**config.mk**
```make
export PLATFORM = sky130hd
export DESIGN_NAME = lsdrs_div10
export DESIGN_NICKNAME = d
export VERILOG_FILES = /design/src/hdl/lsdrs_pkg.sv /design/src/hdl/lsdrs_div10.sv
export SDC_FILE = /design/constraint.sdc
export NUM_CORES = 1
export LEC_CHECK = 0
export ABC_CLOCK_PERIOD_IN_PS = 9200
export BUFFER_PORTS_ARGS = -buffer_cell sky130_fd_sc_hd__buf_4
export CAP_MARGIN = 20
export CELL_PAD_IN_SITES_DETAIL_PLACEMENT = 0
export CELL_PAD_IN_SITES_GLOBAL_PLACEMENT = 2
export CORE_MARGIN = 5
export CORE_UTILIZATION = 35
export DETAILED_ROUTE_END_ITERATION = 7
export PLACE_DENSITY = 0.77
export SETUP_SLACK_MARGIN = 0.2
export SLEW_MARGIN = 20
export SYNTH_ARGS = -nofsm -noshare
export SYNTH_HDL_FRONTEND = slang
export SYNTH_SLANG_ARGS = --single-unit
export TNS_END_PERCENT = 20
```
**constraint.sdc**
```tcl
create_clock -name vclk -period 9.2
set_input_delay 0.46 -clock vclk [all_inputs]
set_output_delay 0.46 -clock vclk [all_outputs]
set_load 0.02 [all_outputs]
```
**src/hdl/lsdrs_pkg.sv**
```systemverilog
package lsdrs_pkg;

   localparam int MAX_ITEMS    = 32;
   localparam int DIGIT_PASSES = 3;
   localparam int RADIX        = 10;

   localparam int SCORE_W = 10;
   localparam int TAG_W   = 16;
   localparam int IDX_W   = $clog2(MAX_ITEMS);
   localparam int CNT_W   = $clog2(MAX_ITEMS + 1);
   localparam int PASS_W  = $clog2(DIGIT_PASSES + 1);
   localparam int DIGIT_W = $clog2(RADIX);

   // x / 10 == (x * 205) >> 11 for every x below 1029
   localparam int DIV_MUL   = 205;
   localparam int DIV_SHIFT = 11;
   localparam int PROD_W    = SCORE_W + 8;

   localparam logic [DIGIT_W-1:0] LAST_DIGIT = DIGIT_W'(RADIX - 1);
   localparam logic [PASS_W-1:0]  LAST_PASS  = PASS_W'(DIGIT_PASSES - 1);
   localparam logic [CNT_W-1:0]   FULL_COUNT = CNT_W'(MAX_ITEMS);

   typedef struct packed {
      logic [SCORE_W-1:0] score;
      logic [TAG_W-1:0]   tag;
      logic [SCORE_W-1:0] rem;
   } rec_type;

   typedef enum logic [2:0] {
      ST_LOAD,
      ST_COUNT,
      ST_PREFIX,
      ST_PLACE,
      ST_EMIT
   } state_type;

endpackage

```
**src/hdl/lsdrs_div10.sv**
```systemverilog
module lsdrs_div10 import lsdrs_pkg::*; (
   input  logic [SCORE_W-1:0] value,
   output logic [SCORE_W-1:0] quot,
   output logic [DIGIT_W-1:0] digit
);

   logic [PROD_W-1:0]  prod;
   logic [SCORE_W-1:0] tenfold;

   always_comb begin
      prod    = PROD_W'(value) * PROD_W'(DIV_MUL);
      quot    = SCORE_W'(prod >> DIV_SHIFT);
      tenfold = SCORE_W'((quot << 3) + (quot << 1));
      digit   = DIGIT_W'(value - tenfold);
   end

endmodule

```
Word-level counts from Yosys, hierarchy flattened

Index checks and enable logic that the tools add are counted.

ROM bits: 0
Memories kept: 0
Memory bits (writable): 0
Flip-flop bits (word level): 0
Latch bits: 0
Output and inout port bits: 14
Input port bits: 10
Word-level logic and storage cells: 3

Muxes and demuxes: 0
Equality and inequality tests: 0
Div/mod/pow operators: 0
Shift operators: 0
$add $sub $neg: 2
Order comparisons: 0
Reduce and logical (&&, ||, !) cells: 0
Multiply operators: 1
Bitwise logic cells: 0

Operators by type and width:

| kind                    | count |
|---|---|
| $mul A10 B8 Y18 const B | 1 |
| $add A4 B4 Y4           | 1 |
| $sub A4 B4 Y4           | 1 |

Depth between registers and ports, before layout

Gate-level depths: netlist of the first run.

Word-level depth: 3
Gate-level depth with buffers: 19
Mapped depth without buffers: 19

Worst setup path before layout of the first run

OpenSTA, ideal clock, no wires.

Path kind: input-to-output
From: in value[6]
To: out digit[3]
Required time: 8740 ps
Path buffers: 0
Arrival: 4786 ps
Setup slack: 3954 ps
Stages: 19
Cells stage by stage: ha_1 -> inv_1 -> fa_1 -> inv_1 -> fa_1 -> inv_1 -> fa_1 -> inv_1 -> ha_1 -> o21a_1 -> o21ai_2 -> o21ba_2 -> o21a_1 -> nor2_1 -> xnor2_1 -> ha_1 -> xnor2_1 -> xnor3_1 -> xor2_1

Longest elaborated chain between the ends: 3

RTL lines:

| what              | line              | RTL |
|---|---|---|
| start, declared   | lsdrs_div10.sv:2  | `input logic [SCORE_W-1:0] value,` |
| $mul A10 B8 Y18   | lsdrs_div10.sv:11 | `prod = PROD_W'(value) * PROD_W'(DIV_MUL);` |
| named net quot[1] | lsdrs_div10.sv:3  | `output logic [SCORE_W-1:0] quot,` |
| $add A4 B4 Y4     | lsdrs_div10.sv:13 | `tenfold = SCORE_W'((quot << 3) + (quot << 1));` |
| $sub A4 B4 Y4     | lsdrs_div10.sv:14 | `digit = DIGIT_W'(value - tenfold);` |
| end, declared     | lsdrs_div10.sv:4  | `output logic [DIGIT_W-1:0] digit` |

The timed path passes the listed nets, and every way through them passes these cells.

Worst setup path in the final report of the first run

From: in value[7]
To: out digit[3]

Longest elaborated chain between the ends: 3

RTL lines:

| what            | line |
|---|---|
| $mul A10 B8 Y18 | lsdrs_div10.sv:11 |
| $add A4 B4 Y4   | lsdrs_div10.sv:13 |
| $sub A4 B4 Y4   | lsdrs_div10.sv:14 |

Every way passes these cells.

==> impl_metrics.toml, run 1 <==
[run_status]
status = "completed"

[synthesis]
ys_types = 28
syn_inst = 148
synth.avg_cell_area_um2 = 9.93
synth_area_um2 = 1470
yosysSeqAreaShare_pct = 0
synth_warnings = 0

[placement]
placed_cell_area_um2 = 1670
io_buffers = 21
place_congestion = 0.852
hpwl_mm = 2.66

[global_routing]
grt_max_degree = 6
grt.total_usage_pct = 10.9
grt_pass1_vias = 1088
gr-total-overflow = 0
grt_first_pass_wirelength_mm = 4.85
antenna_found_initial = 0

[floorplanning]
die_h_um = 74.8
die_w_um = 74.8
dieArea_um2 = 5590
coreArea_um2 = 4030
initial_core_util_pct = 36.5
rows = 23
pin_count = 24

[timing]
rsz0062_at_grt = "no"
fmax_mhz = 188
slew_headroom_pct = 67.4
fin_crit_sh_pct = 57.7
whs_ps = 1260
slew_viol_final = 0
finalCriticalPeriod_ps = 5310
setup_viol = 0
finalHoldViolations = 0
tns_ps = 0
worst_pin_slew_ps = 481

[layout]
antenna_cells = 0
drive_gt1_share_pct = 16.1
seq_area_um2 = 0
nClkBuffers = 0
final_util_pct = 41.6
mostFrequentLayoutCell = "ha_1"
nFlopsAndLatches = 0
fillCellCount = 430
nets = 249
final_cell_mix = "ha_1 (53), inv_1 (31), buf_4 (21), fa_1 (16), xnor2_1 (9)"
syn2layout_area_growth_pct = 14.0
final_area_um2 = 1670

[routing]
via_per_inst = 4.66
dr.first_iter.drc_count = 8
wire_per_inst_um = 12.3
ant_nets = 0
routed_wl_mm = 2.68
drc = 0
drt-pass1-iter-count = 4
vias = 1016

[setup_path]
critPathMaxFanout = 3
cp-end-kind = "output pin"
worstSetupStartpointType = "input pin"
crit_arrival_ps = 4850
required_ps = 8740
critPathKind = "in2out"

[power]
p_per_area_nw_per_um2 = 300
leakage_nw = 0.962
vdd_ir_drop_max_mv = 0.369

[cts]
hold_buffers = 0
postCtsSetupBuffers = 0
cts_resized = 0

[flow_run]
max_cap_viol_count = 0

[min_path]
hp-class = "in2out"
==> path summary, 6_finish.rpt <==
check                 slack [ps]  endpoint  depth (start not counted)     start
worst max-delay path        3890  digit[3]                         21  value[7]
worst min-delay path        1260  digit[0]                          3  value[1]
==> where the power goes <==
group          switching [mW]  internal, mW
clock                       0             0
combinational           0.274         0.228
sequential                  0             0
==> cell usage after synthesis <==
master    instances  area [um^2]
o311ai_1          1         8.76
nand2b_1          1         6.26
and3_1            1         6.26
nand3_1           1         5.00
fa_1             16          320
nand4_1           1         6.26
o21ai_2           2         17.5
o21ba_2           1         10.0
a211oi_2          1         12.5
o31ai_4           1         21.3
a21o_1            2         15.0
nor2_2            1         6.26
nor3_1            2         10.0
a221o_1           1         10.0
xor2_1            4         35.0
nand2_1           2         7.51
a31oi_1           1         6.26
buf_4             3         22.5
xnor3_1           1         22.5
ha_1             53          663
and2b_1           1         7.51
a21oi_1           3         15.0
o21ai_0           1         5.00
xnor2_1           9         78.8
nor2_1            4         15.0
inv_1            31          116
conb_1            1         3.75
o21a_1            2         15.0
==> metal layers <==
| layer | GRT usage, % | wire, um |
|---|---|---|
| met1 | 15.2 | 1320 |
| met2 | 19.9 | 1280 |
| met3 | 0.267 | 78 |
| met4 | 0 | 0 |
| met5 | 0 | 0 |
==> worst max-delay path, stage by stage <==
cell     delay, ps
buf_4          130
ha_1           290
inv_1           60
fa_1           530
inv_1           60
fa_1           530
inv_1           60
fa_1           520
inv_1           40
ha_1           280
o21a_1         110
o21ai_2        220
o21ba_2        210
o21a_1         200
nor2_1         120
xnor2_1        160
ha_1           200
xnor2_1        120
xnor3_1        240
xor2_1         150
buf_4          160
==> cell type report <==
class	instances	area, um^2	share of cell area, %
Timing Repair Buffer	21	158	9.42
Inverter	31	116	6.95
Multi-Input combinational cell	116	1340	79.9
Tap cell	50	62.6	3.74
==> per-stage QoR <==
| step | instances | power, mW | setup WS, ps |
|---|---|---|---|
| floorplan | 150 | 0.352 | 3950 |
| global placement | 218 | 0.506 | 3950 |
| detailed placement | 218 | 0.510 | 3890 |
| CTS | 218 | 0.514 | 3870 |
| global route | 218 | 0.560 | 3650 |
| finish | 218 | 0.503 | 3890 |
==> logic make-up (layout without fill, tap and decap cells) <==
family                   count (synthesis)  after routing  synth area share, %
other                                    1              3                0.255
buffers and inverters                   34             52                 9.45
XOR/XNOR                                14             14                 9.28
AND/OR/NAND/NOR                         14             14                 4.77
adder cells (fa/ha/maj)                 69             69                 67.0
AO/OA/AOI/OAI                           16             16                 9.28
(Power assumes the default switching activity.)
==> run 2, diff against run 1 <==
ABC_CLOCK_PERIOD_IN_PS = 5510   (was 9200)
clock period = 5.51 ns   (was 9.2 ns; I/O delays follow)
==> impl_metrics.toml, run 2 (same netlist as run 1, synthesis figures left out) <==
[floorplanning]
die_w_um = 74.8
coreArea_um2 = 4030
rows = 23
pin_count = 24
dieArea_um2 = 5590
die_h_um = 74.8
initial_core_util_pct = 36.5

[timing]
worst_pin_slew_ps = 481
fin_crit_sh_pct = 89.7
slew_viol_final = 0
slew_headroom_pct = 67.4
setup_viol = 0
rsz0062_at_grt = "no"
finalHoldViolations = 0
tns_ps = 0
fmax_mhz = 202
finalCriticalPeriod_ps = 4940

[global_routing]
grt.total_usage_pct = 10.9
grt_first_pass_wirelength_mm = 4.85
gr-total-overflow = 0
antenna_found_initial = 0
grt_pass1_vias = 1088
grt_max_degree = 6

[power]
comb_power_share_pct = 100.0
switching_share_pct = 54.5
p_clk_share_pct = 0
vdd_ir_drop_max_mv = 0.617
leakage_nw = 0.962
p_int_uw = 381
p_per_area_nw_per_um2 = 501
p_switching_uw = 458
power_frac_seq_pct = 0

[layout]
final_area_um2 = 1670
seq_area_um2 = 0
drive_gt1_share_pct = 16.1
nFlopsAndLatches = 0
syn2layout_area_growth_pct = 14.0
mostFrequentLayoutCell = "ha_1"
fillCellCount = 427
nets = 249
final_cell_mix = "ha_1 (53), inv_1 (31), buf_4 (21), fa_1 (16), xnor2_1 (9)"
antenna_cells = 0
nClkBuffers = 0

[cts]
cts_resized = 0
hold_buffers = 0
postCtsSetupBuffers = 0

[routing]
via_per_inst = 4.67
routed_wl_mm = 2.69
vias = 1018
drc = 0
drt-pass1-iter-count = 4
ant_nets = 0
dr.first_iter.drc_count = 6
wire_per_inst_um = 12.3

[placement]
place_congestion = 0.852
placed_cell_area_um2 = 1670
io_buffers = 21
hpwl_mm = 2.66

[setup_path]
critPathMaxFanout = 3
cp-end-kind = "output pin"
worstSetupStartpointType = "input pin"
crit_arrival_ps = 4660
critPathKind = "in2out"
required_ps = 5230

[flow_run]
max_cap_viol_count = 0

[run_status]
status = "completed"

[min_path]
hp-class = "in2out"
run 2: cell counts in the layout (fill, tap and decap cells not counted):
No cell type changed its count.
run 2: worst max-delay path: stages:
cell and delay [ps]:
buf_4 130, ha_1 290, inv_1 60, fa_1 530, inv_1 60, fa_1 530
inv_1 60, fa_1 520, inv_1 40, ha_1 280, o21a_1 110, o21ai_2 220
o21ba_2 210, o21a_1 200, nor2_1 120, xnor2_1 160, ha_1 200, xnor2_1 120
xnor3_1 240, xor2_1 150, buf_4 160
run 2: worst paths after layout:
path | cells after the start | to | startpoint
min | 3 | digit[0] | value[1]
max | 21 | digit[3] | value[7]
run 2: cell type report:
class	count	area, um^2	share of cell area [%]
inverter	31	116	6.95
multi-input combinational	116	1340	79.9
tap	50	62.6	3.74
timing repair buffer	21	158	9.42
run 2: power groups by stage:
stage / clock (mW) / sequential [mW] / combinational [mW]
finish: 0 / 0 / 0.839
floorplan: 0 / 0 / 0.587
global placement: 0 / 0 / 0.844
CTS: 0 / 0 / 0.858
detailed placement: 0 / 0 / 0.852
global route: 0 / 0 / 0.935
run 2: metrics by stage:
stage | std cells | setup slack, ps | hold WS (ps) | utilization [%] | power [mW]
3_5_place_dp | 218 | 571 | 892 | 41.6 | 0.852
2_1_floorplan | 150 | 633 | 679 | - | 0.587
6_report | 218 | 570 | 887 | 41.6 | 0.839
5_1_grt | 218 | 332 | 906 | 41.6 | 0.935
4_1_cts | 218 | 547 | 892 | 41.6 | 0.858
3_3_place_gp | 218 | 626 | 878 | 41.6 | 0.844
run 2: layer usage:
layer / part of all wire (%) / wire length [um] / vias to the layer above / global-route usage, %
met5: 0 / 0 / - / 0
met4: 0 / 0 / 0 / 0
met3: 2.9 / 78 / 0 / 0.267
met2: 48 / 1280 / 15 / 19.9
met1: 49 / 1320 / 471 / 15.2
li1: - / - / 532 / -
==> run 3, diff against run 2 <==
CORE_ASPECT_RATIO = 0.7   (was unset)
==> impl_metrics.toml, run 3 (same netlist as run 1, synthesis figures left out) <==
[layout]
syn2layout_area_growth_pct = 14.1
nFlopsAndLatches = 0
final_cell_mix = "ha_1 (53), inv_1 (31), buf_4 (21), fa_1 (16), xnor2_1 (9)"
post_layout_nonfiller_instances = 220
mostFrequentLayoutCell = "ha_1"
drive_gt1_share_pct = 16.1
nClkBuffers = 0
antenna_cells = 0
seq_area_um2 = 0
nets = 249

[setup_path]
critPathKind = "in2out"
worstSetupStartpointType = "input pin"
path_cells = "buf_4 -> ha_1 -> inv_1 -> fa_1 -> inv_1 -> fa_1 -> inv_1 -> fa_1 -> inv_1 -> ha_1 -> o21a_1 -> o21ai_2 -> o21ba_2 -> o21a_1 -> nor2_1 -> xnor2_1 -> ha_1 -> xnor2_1 -> xnor3_1 -> xor2_1 -> buf_4"
critPathMaxFanout = 3
max_stage_delay_ps = 540
required_ps = 5230
cp-end-kind = "output pin"
critical_path.slowest_cell = "fa_1"
critPathMostFrequentCell = "inv_1"
crit_arrival_ps = 4690

[timing]
rsz0062_at_grt = "no"
finalHoldViolations = 0
setup_viol = 0
tns_ps = 0
fmax_mhz = 201
slew_viol_final = 0
finalCriticalPeriod_ps = 4970
fin_crit_sh_pct = 90.1

[floorplanning]
rows = 19
die_w_um = 87.4
initial_core_util_pct = 36.8
dieArea_um2 = 5610
pin_count = 24
die_h_um = 64.2
coreArea_um2 = 3990

[routing]
dr.first_iter.drc_count = 20
vias = 1019
ant_nets = 0
drt-pass1-iter-count = 3
routed_wl_mm = 2.84
drc = 0
wire_per_inst_um = 12.9
via_per_inst = 4.63

[global_routing]
grt_first_pass_wirelength_mm = 5.02
antenna_found_initial = 0
grt.total_usage_pct = 10.9
grt_max_degree = 6
gr-total-overflow = 0
grt_pass1_vias = 1116

[power]
comb_power_share_pct = 100.0
switching_share_pct = 54.6
power_frac_seq_pct = 0
leakage_nw = 0.962
p_switching_uw = 464
p_int_uw = 386
vdd_ir_drop_max_mv = 0.526
p_clk_share_pct = 0
p_per_area_nw_per_um2 = 507

[run_status]
status = "completed"

[flow_run]
max_cap_viol_count = 0

[cts]
hold_buffers = 0
postCtsSetupBuffers = 0
cts_resized = 0

[placement]
place_inst = 220
io_buffers = 21
place_congestion = 0.768
hpwl_mm = 2.75

[min_path]
hp-class = "in2out"
holdPathStages = 3
-- run 3: final cells by class --
cell class	count	area, um^2
Fill cell	402	2320
Multi-Input combinational cell	116	1340
Timing Repair Buffer	21	158
Inverter	31	116
Tap cell	52	65.1
-- run 3: routing by layer --
| layer | global-route usage [%] | part of all wire, % | up-vias |
|---|---|---|---|
| met5 | 0 | 0 | - |
| met1 | 18.2 | 58 | 472 |
| li1 | - | - | 535 |
| met2 | 16.2 | 40 | 12 |
| met4 | 0 | 0 | 0 |
| met3 | 0.257 | 1.8 | 0 |
-- run 3: path summary, 6_finish.rpt --
path | slack [ps] | endpoint | startpoint
worst max-delay path | 540 | digit[3] | value[7]
worst min-delay path | 890 | digit[0] | value[1]
-- run 3: metrics by stage --
| stage | total power [mW] | util (%) | hold slack [ps] | setup slack [ps] | instance area [um^2] |
|---|---|---|---|---|---|
| after floorplan | 0.587 | - | 679 | 633 | 1480 |
| after global placement | 0.852 | 42.0 | 888 | 628 | 1680 |
| after detailed placement | 0.860 | 42.0 | 888 | 517 | 1680 |
| after CTS | 0.869 | 42.0 | 895 | 477 | 1680 |
| after global routing | 0.943 | 42.0 | 914 | 306 | 1680 |
| final | 0.850 | 42.0 | 891 | 543 | 1680 |
-- run 3: power by group through the flow --
stage	Combinational, mW	Clock [mW]	Sequential, mW
2_1_floorplan	0.587	0	0
3_3_place_gp	0.852	0	0
3_5_place_dp	0.860	0	0
4_1_cts	0.869	0	0
5_1_grt	0.943	0	0
6_report	0.850	0	0
-- run 3: critical path: cells and delay by family --
| kind | cells | cell delay [ps] |
|---|---|---|
| adders and majority gates | 6 | 2380 |
| AOI/OAI and AO/OA | 4 | 720 |
| xor gates and xnor gates | 4 | 690 |
| buffers and inverters | 6 | 510 |
| and+or+nand+nor | 1 | 120 |
